### config.mk
export PLATFORM = sky130hd
export DESIGN_NAME = lbm_moments
export DESIGN_NICKNAME = d
export VERILOG_FILES = /design/src/rtl/core/lbm_pkg.sv /design/src/rtl/core/lbm_moments.sv
export SDC_FILE = /design/constraint.sdc
export NUM_CORES = 2
export LEC_CHECK = 0
export BUFFER_PORTS_ARGS = -buffer_cell sky130_fd_sc_hd__buf_2
export CAP_MARGIN = 15
export CORE_MARGIN = 2
export CORE_UTILIZATION = 40
export DETAILED_ROUTE_END_ITERATION = 7
export MAX_ROUTING_LAYER = met4
export SLEW_MARGIN = 20
export SYNTH_ARGS = -nofsm -noshare
export SYNTH_HDL_FRONTEND = slang
export SYNTH_SLANG_ARGS = --single-unit
export TNS_END_PERCENT = 1
### constraint.sdc
create_clock -name clk -period 10.7 [get_ports clk]
set_input_delay 0.535 -clock clk [delete_from_list [all_inputs] [get_ports clk]]
set_output_delay 0.535 -clock clk [all_outputs]
set_load 0.005 [all_outputs]
### src/rtl/core/lbm_pkg.sv
package lbm_pkg;

  localparam int FRACTION_BITS_DEF = 28;
  localparam int NUM_DIR = 9;
  localparam int WORD_W = 32;
  localparam int SUM_W = 36;
  localparam int RATE_W = 30;
  localparam int QUOT_W = 32;
  // prep stage + one stage per quotient bit + clamp stage
  localparam int LANE_LAT = QUOT_W + 2;

  localparam logic [RATE_W-1:0] RATE_RESET = 30'd268435456;

  typedef logic signed [WORD_W-1:0] word_t;
  typedef word_t [NUM_DIR-1:0] dist_t;
  typedef logic signed [SUM_W-1:0] moment_t;

  typedef struct packed {
    dist_t f;
    word_t rho;
  } cell_t;

  function automatic word_t sat_word(input logic signed [63:0] v);
    word_t r;
    if (v > 64'sd2147483647) begin
      r = 32'sh7FFF_FFFF;
    end else if (v < -64'sd2147483648) begin
      r = 32'sh8000_0000;
    end else begin
      r = v[WORD_W-1:0];
    end
    return r;
  endfunction

endpackage

### src/rtl/core/lbm_moments.sv
module lbm_moments (
  input  logic            clk,
  input  logic            rst,
  input  logic            en,
  input  logic            in_valid,
  input  lbm_pkg::dist_t  f,
  output logic            out_valid,
  output lbm_pkg::cell_t  out_cell,
  output lbm_pkg::moment_t mx,
  output lbm_pkg::moment_t my
);
  import lbm_pkg::*;

  logic    v1;
  dist_t   f1;
  moment_t sum1, mx1, my1;
  moment_t sum_c, mx_c, my_c;
  moment_t e [NUM_DIR];

  always_comb begin
    for (int k = 0; k < NUM_DIR; k++) begin
      e[k] = moment_t'($signed(f[k]));
    end
    sum_c = e[0] + e[1] + e[2] + e[3] + e[4] + e[5] + e[6] + e[7] + e[8];
    mx_c  = e[1] - e[3] + e[5] - e[6] - e[7] + e[8];
    my_c  = e[2] - e[4] + e[5] + e[6] - e[7] - e[8];
  end

  always_ff @(posedge clk) begin
    if (rst) begin
      v1 <= 1'b0;
      out_valid <= 1'b0;
    end else if (en) begin
      v1 <= in_valid;
      out_valid <= v1;
    end
  end

  always_ff @(posedge clk) begin
    if (en) begin
      f1   <= f;
      sum1 <= sum_c;
      mx1  <= mx_c;
      my1  <= my_c;
      out_cell.f   <= f1;
      out_cell.rho <= sat_word(64'(sum1));
      mx <= mx1;
      my <= my1;
    end
  end

endmodule

Word level (Yosys, flattened, before mapping)
Index checks and enable logic that the tools add are counted.
Word-level totals
  bits in registers: 790
  bits in latches: 0
  RAM bits: 0
  bits in read-only memories: 0
  input port bits: 292
  word-level logic and storage cells: 47
  memories kept: 0
Cells by class
  $add $sub $neg: 18
  $mul: 0
  divide/modulo/power cells: 0
  $lt $le $gt $ge: 2
  equal/unequal tests: 0
  shifts and indexed selects: 0
  muxes and demuxes: 1
  bitwise gates (word level): 0
  reductions and logical operators: 0
Operators by type and width (number)
  36-bit by 32-bit adder with 36-bit output: 5
  33-bit by 32-bit adder with 34-bit output: 3
  35-bit by 32-bit subtractor with 36-bit output: 2
  34-bit by 32-bit adder with 35-bit output: 2
  32-bit by 32-bit subtractor with 33-bit output: 2
  35-bit by 32-bit adder with 36-bit output: 1
  36-bit by 32-bit greater-than comparator with 1-bit output, second input constant: 1
  36-bit by 32-bit < comparator with 1-bit output, second input constant: 1
  36-bit by 32-bit subtractor with 36-bit output: 1
  34-bit by 32-bit subtractor with 35-bit output: 1
  32-bit by 32-bit adder with 33-bit output: 1
  32-bit 2-to-1 mux: 1

Logic depth before layout (Yosys ltp)
  depth in word-level cells: 8
  mapped depth: 19
  mapped depth without buffers: 19

Worst setup path after synthesis
Ideal clock, no wire load.
  path type: input to register
  start point: input f[98] (netlist name)
  end point: register sum1[30] (data pin)
  setup time: 0.266 ns
  data arrival time: 4.550 ns
  required time: 10.434 ns
  slack: 5.884 ns
  stages on the path: 17
  path buffers: 0
  cells stage by stage: inv_1 -> fa_1 -> fa_1 -> fa_1 -> fa_1 -> inv_1 -> ha_1 -> inv_1 -> fa_1 -> nor2b_1 -> o31a_1 -> o31ai_1 -> a21oi_1 -> a211oi_2 -> o21ai_0 -> a211oi_1 -> a211oi_1
Between the ends
  cells in the longest elaborated chain, start to end: 6
Ends and longest elaborated chain
  from (decl): line lbm_moments.sv:6  | input lbm_pkg::dist_t f,
  34-bit by 32-bit adder with 35-bit output: line lbm_moments.sv:24  | sum_c = e[0] + e[1] + e[2] + e[3] + e[4] + e[5] + e[6] + e[7] + e[8];
  35-bit by 32-bit adder with 36-bit output: line lbm_moments.sv:24
  36-bit by 32-bit adder with 36-bit output (4 in a row): line lbm_moments.sv:24
  net sum_c[30]: line lbm_moments.sv:17  | moment_t sum_c, mx_c, my_c;
  to (signal assigned): line lbm_moments.sv:42  | sum1 <= sum_c;
  to (decl): line lbm_moments.sv:16  | moment_t sum1, mx1, my1;
The timed path passes the listed nets, and every way through them passes these cells.
A chain may end at the register's enable or synchronous reset.

Worst setup path in the final report
  start point: input f[161] (netlist name)
  end point: register mx1[33] (data pin)
Between the ends
  cells in the longest elaborated chain, start to end: 4
Ends and longest elaborated chain
  33-bit by 32-bit adder with 34-bit output: line lbm_moments.sv:25  | mx_c = e[1] - e[3] + e[5] - e[6] - e[7] + e[8];
  34-bit by 32-bit subtractor with 35-bit output: line lbm_moments.sv:25
  35-bit by 32-bit subtractor with 36-bit output: line lbm_moments.sv:25
  36-bit by 32-bit adder with 36-bit output: line lbm_moments.sv:25
  net mx_c[33]: line lbm_moments.sv:17
  to (signal assigned): line lbm_moments.sv:43  | mx1 <= mx_c;
  to (decl): line lbm_moments.sv:16
The timed path passes the listed nets, and every way through them passes these cells.

==> metrics.md <==
| Metric | Value |
|---|---|
| Standard-cell rows | 117 |
| Syn Area/Cell | 15.5 sq um |
| Worst hold margin | 74.7 ps |
| Post-CTS Setup Bufs | 0 |
| Cells after Synth | 2666 |
| Post-synthesis register bit count | 790 |
| Final Setup Violations | 0 |
| Post-synth top area share | 0.573 |
| Crit path DAT | 5680 ps |
| Type of the worst setup path | in2reg |
| Clock-pin slew on the worst setup and hold paths | 60 ps |
| X dimension of the die | 325 um |
| Critical-path maximum fanout | 3 |
| Count of boundary I/O pins | 685 |
| Chip height | 325 um |
| Final slew viol count | 0 |
| Commonest register cell after synthesis | sky130_fd_sc_hd__edfxtp_1 |
| H-tree Lvls | 3 |
| Status | finished, final reports clean |
| Startpoint of the most critical hold path | f[130] |
| Biggest area contributors in the synthesized netlist | sky130_fd_sc_hd__edfxtp_1 (57%), sky130_fd_sc_hd__fa_1 (24%), sky130_fd_sc_hd__inv_1 (5.3%), sky130_fd_sc_hd__ha_1 (3.3%), sky130_fd_sc_hd__a21oi_1 (1.2%) |
| Rel. slew slack | 0.242 |
| Max IR drop VDD | 157 uV |
| Cell taking the most area after synthesis | sky130_fd_sc_hd__edfxtp_1 |
| DP Wirelength | 85800 um |
| Type of element capturing the critical path | flip-flop |
| Routability Congestion | 0.886 |
| TritonCTS sink count | 790 |
| Metal1 wirelength | 39600 um |
| Post-synthesis to final-layout area growth | 19.2% |
| Endpoint of the lowest-slack register-to-register path | out_cell[8] |
| Number of search-and-repair iterations in the first detailed-routing pass | 6 |
| Fraction of final layout cells sized beyond drive strength 1 | 0.241 |
| Setup repair after global routing missed its margin | false |
| Final global-route overflow total | 0 |
| Buffers from clock root to sink, at most | 3 |
| Synthesized netlist net count | 3553 |
| Per-cell via count in the routed design | 4.72 |
| Port bufs | 684 |
| Worst reg2reg path startpoint | sum1[34] |
| Nets | 4300 |
| Worst setup path startpoint | f[161] |
| Initial standard-cell utilization of the core | 0.405 |
| Detailed-route via count | 22.9k |
| Via count of the first global-routing pass | 24.5k |
| Total track usage | 0.209 |
| Highest attainable clock frequency | 189 MHz |
| Met3 layer wire length in the routed design | 8400 um |
| Register-to-register setup slack | 9020 ps |
| Worst Hold End | f1[130] |
| Final hold violation count | 0 |
| Die Outline Area | 0.106 sq mm |
| Final instance area | 0.0492 sq mm |
| Maximum number of pins on one net before global-route repair | 192 |
| Area of the core | 0.102 sq mm |
| Number of distinct standard cells referenced by the synthesized netlist | 62 |
| Logic depth of the worst register-to-register path | 3 |
| Wire length of the first global-routing pass | 157000 um |
| WHS Path Cells | 1 |
| Power Dens Cells | 299 mW/mm^2 |
| DRC violations left | 0 |
| Final ANT Viol Nets | 0 |
| Slew at the pin closest to its max-slew limit | 1140 ps |
| Met2 wire len | 53700 um |
| Cts-stage hold buffer count | 1 |
| Number of warnings issued by yosys | 0 |
| Async S/R FF share, synth | 0 |
| Final critical-path share of the clock period | 0.494 |
| Launching element type of the critical path | primary input |
| Worst path required time | 11100 ps |
| Instance area at placement | 0.0464 sq mm |
| Final-layout fill cell count | 8916 |
| Final sum of negative setup slack | 0 ps |
| Post_cts resized | 0 |
| Synthesized cell area | 0.0413 sq mm |
| Antenna violations before repair | 19 |
| Worst skew pair latency | 650 ps |
| Routed len/inst | 21.7 um |
| Number of flops mapped to enable cells by yosys | 788 |
| CTS tree | yes |
| Min-delay worst type | in2reg |
| Total detailed-routing wirelength | 106000 um |
| Post-route clock skew | 13.5 ps |
| Highest routing layer actually used | met4 |
| Number of DRC markers in iteration 0 | 1576 |
| Max-cap violations | 0 |
| Clock root cell | sky130_fd_sc_hd__clkbuf_16 |
| Static leakage | 21.0 nW |
| Sequential-to-total area share from yosys stat | 0.574 |
| Number of CTS-inserted buffers | 86 |
| Tmin final | 5290 ps |
## sequential cells by signal, indices dropped and copies added (netlist names)
signal,flops
f1,288
mx,36
mx1,36
my,36
my1,36
out_cell,320
out_valid,1
sum1,36
v1,1
## layer usage
layer  vias to the layer above  track usage
li1                      10500            -
met1                     11500        0.241
met2                       736        0.349
met3                       173       0.0617
met4                         0       0.0729
met5                         -            -
## per-stage QoR
step / cells / utilization / total power [W] / worst slack (ps)
2_1_floorplan: 2666 / - / 0.00945 / 5880
3_3_place_gp: 4692 / 0.455 / 0.0119 / 4880
3_5_place_dp: 4692 / 0.455 / 0.0119 / 4810
4_1_cts: 4845 / 0.482 / 0.0149 / 5530
5_1_grt: 4856 / 0.482 / 0.0159 / 5370
6_report: 4858 / 0.482 / 0.0147 / 5410
## cell families after synthesis
family                   synth area share
AND/OR/NAND/NOR                    0.0264
multiplexers                     0.000970
flip-flops                          0.574
XOR/XNOR                           0.0182
AO/OA/AOI/OAI                      0.0553
adder cells (fa/ha/maj)             0.269
buffers and inverters              0.0564
## final cells by class
cell class	count	area, sq um	share of cell area
Sequential cell	790	23700	0.482
Multi-Input combinational cell	1256	15300	0.310
Timing Repair Buffer	697	3560	0.0723
Clock buffer	100	2250	0.0457
Inverter	582	2180	0.0444
Tap cell	1368	1710	0.0348
Clock inverter	52	503	0.0102
Antenna cell	13	32.5	0.000661
## worst max-delay path by stage
stage,cells past startpoint,end
2_1_floorplan,17,sum1[30]
3_3_place_gp,18,mx1[33]
3_5_place_dp,17,mx1[33]
4_1_cts,17,mx1[33]
5_1_grt,18,sum1[34]
6_report,17,mx1[33]
## where the power goes
group / total, W / internal (W) / switching, W
logic: 0.00729 / 0.00286 / 0.00443
clock network: 0.00293 / 0.00168 / 0.00125
registers: 0.00452 / 0.00439 / 0.000130
total: 0.0147 / 0.00893 / 0.00581
## worst max-delay path, cell delays in order
cell                       delay, ps
sky130_fd_sc_hd__buf_2           100
sky130_fd_sc_hd__inv_1           100
sky130_fd_sc_hd__fa_1            520
sky130_fd_sc_hd__fa_1            570
sky130_fd_sc_hd__fa_1            410
sky130_fd_sc_hd__inv_1            70
sky130_fd_sc_hd__ha_1            180
sky130_fd_sc_hd__inv_1            70
sky130_fd_sc_hd__fa_1            490
sky130_fd_sc_hd__nand2b_1        190
sky130_fd_sc_hd__a211oi_1        760
sky130_fd_sc_hd__nor2_1          280
sky130_fd_sc_hd__o31a_1          410
sky130_fd_sc_hd__o41ai_2         400
sky130_fd_sc_hd__a21oi_1         250
sky130_fd_sc_hd__o221ai_1        260
sky130_fd_sc_hd__xnor2_1          90
## synth_stat cells, types with 4 or more instances
cell type / n
sky130_fd_sc_hd__edfxtp_1: 788
sky130_fd_sc_hd__inv_1: 582
sky130_fd_sc_hd__fa_1: 487
sky130_fd_sc_hd__ha_1: 108
sky130_fd_sc_hd__a21oi_1: 103
sky130_fd_sc_hd__nand2_1: 72
sky130_fd_sc_hd__nor2_1: 53
sky130_fd_sc_hd__xnor2_1: 53
sky130_fd_sc_hd__a21o_1: 51
sky130_fd_sc_hd__o21ai_0: 49
sky130_fd_sc_hd__clkbuf_1: 37
sky130_fd_sc_hd__o21a_1: 36
sky130_fd_sc_hd__xor2_1: 33
sky130_fd_sc_hd__nand4_1: 24
sky130_fd_sc_hd__nand3_1: 20
sky130_fd_sc_hd__a31oi_1: 14
sky130_fd_sc_hd__and3_1: 14
sky130_fd_sc_hd__o21bai_1: 14
sky130_fd_sc_hd__a211oi_1: 11
sky130_fd_sc_hd__nand2b_1: 11
sky130_fd_sc_hd__o211ai_1: 9
sky130_fd_sc_hd__o21ai_1: 8
sky130_fd_sc_hd__and2_1: 7
sky130_fd_sc_hd__nor3_1: 7
sky130_fd_sc_hd__nor2b_1: 6
sky130_fd_sc_hd__o31ai_1: 6
sky130_fd_sc_hd__a41oi_1: 5
sky130_fd_sc_hd__mux2i_1: 4
sky130_fd_sc_hd__nor4_1: 4
sky130_fd_sc_hd__o31a_1: 4
sky130_fd_sc_hd__or3_1: 4
## cells in the final DEF, fill, tap and decap left out, types with 33 or more instances in the layout
| master | count |
|---|---|
| sky130_fd_sc_hd__nand2_1 | 72 |
| sky130_fd_sc_hd__a21o_1 | 51 |
| sky130_fd_sc_hd__o21a_1 | 36 |
| sky130_fd_sc_hd__edfxtp_1 | 788 |
| sky130_fd_sc_hd__o21ai_0 | 49 |
| sky130_fd_sc_hd__fa_1 | 487 |
| sky130_fd_sc_hd__xnor2_1 | 53 |
| sky130_fd_sc_hd__nor2_1 | 52 |
| sky130_fd_sc_hd__ha_1 | 108 |
| sky130_fd_sc_hd__buf_2 | 683 |
| sky130_fd_sc_hd__xor2_1 | 33 |
| sky130_fd_sc_hd__a21oi_1 | 103 |
| sky130_fd_sc_hd__clkbuf_16 | 88 |
| sky130_fd_sc_hd__inv_1 | 582 |
No activity file was read; power rests on OpenSTA's default activity.
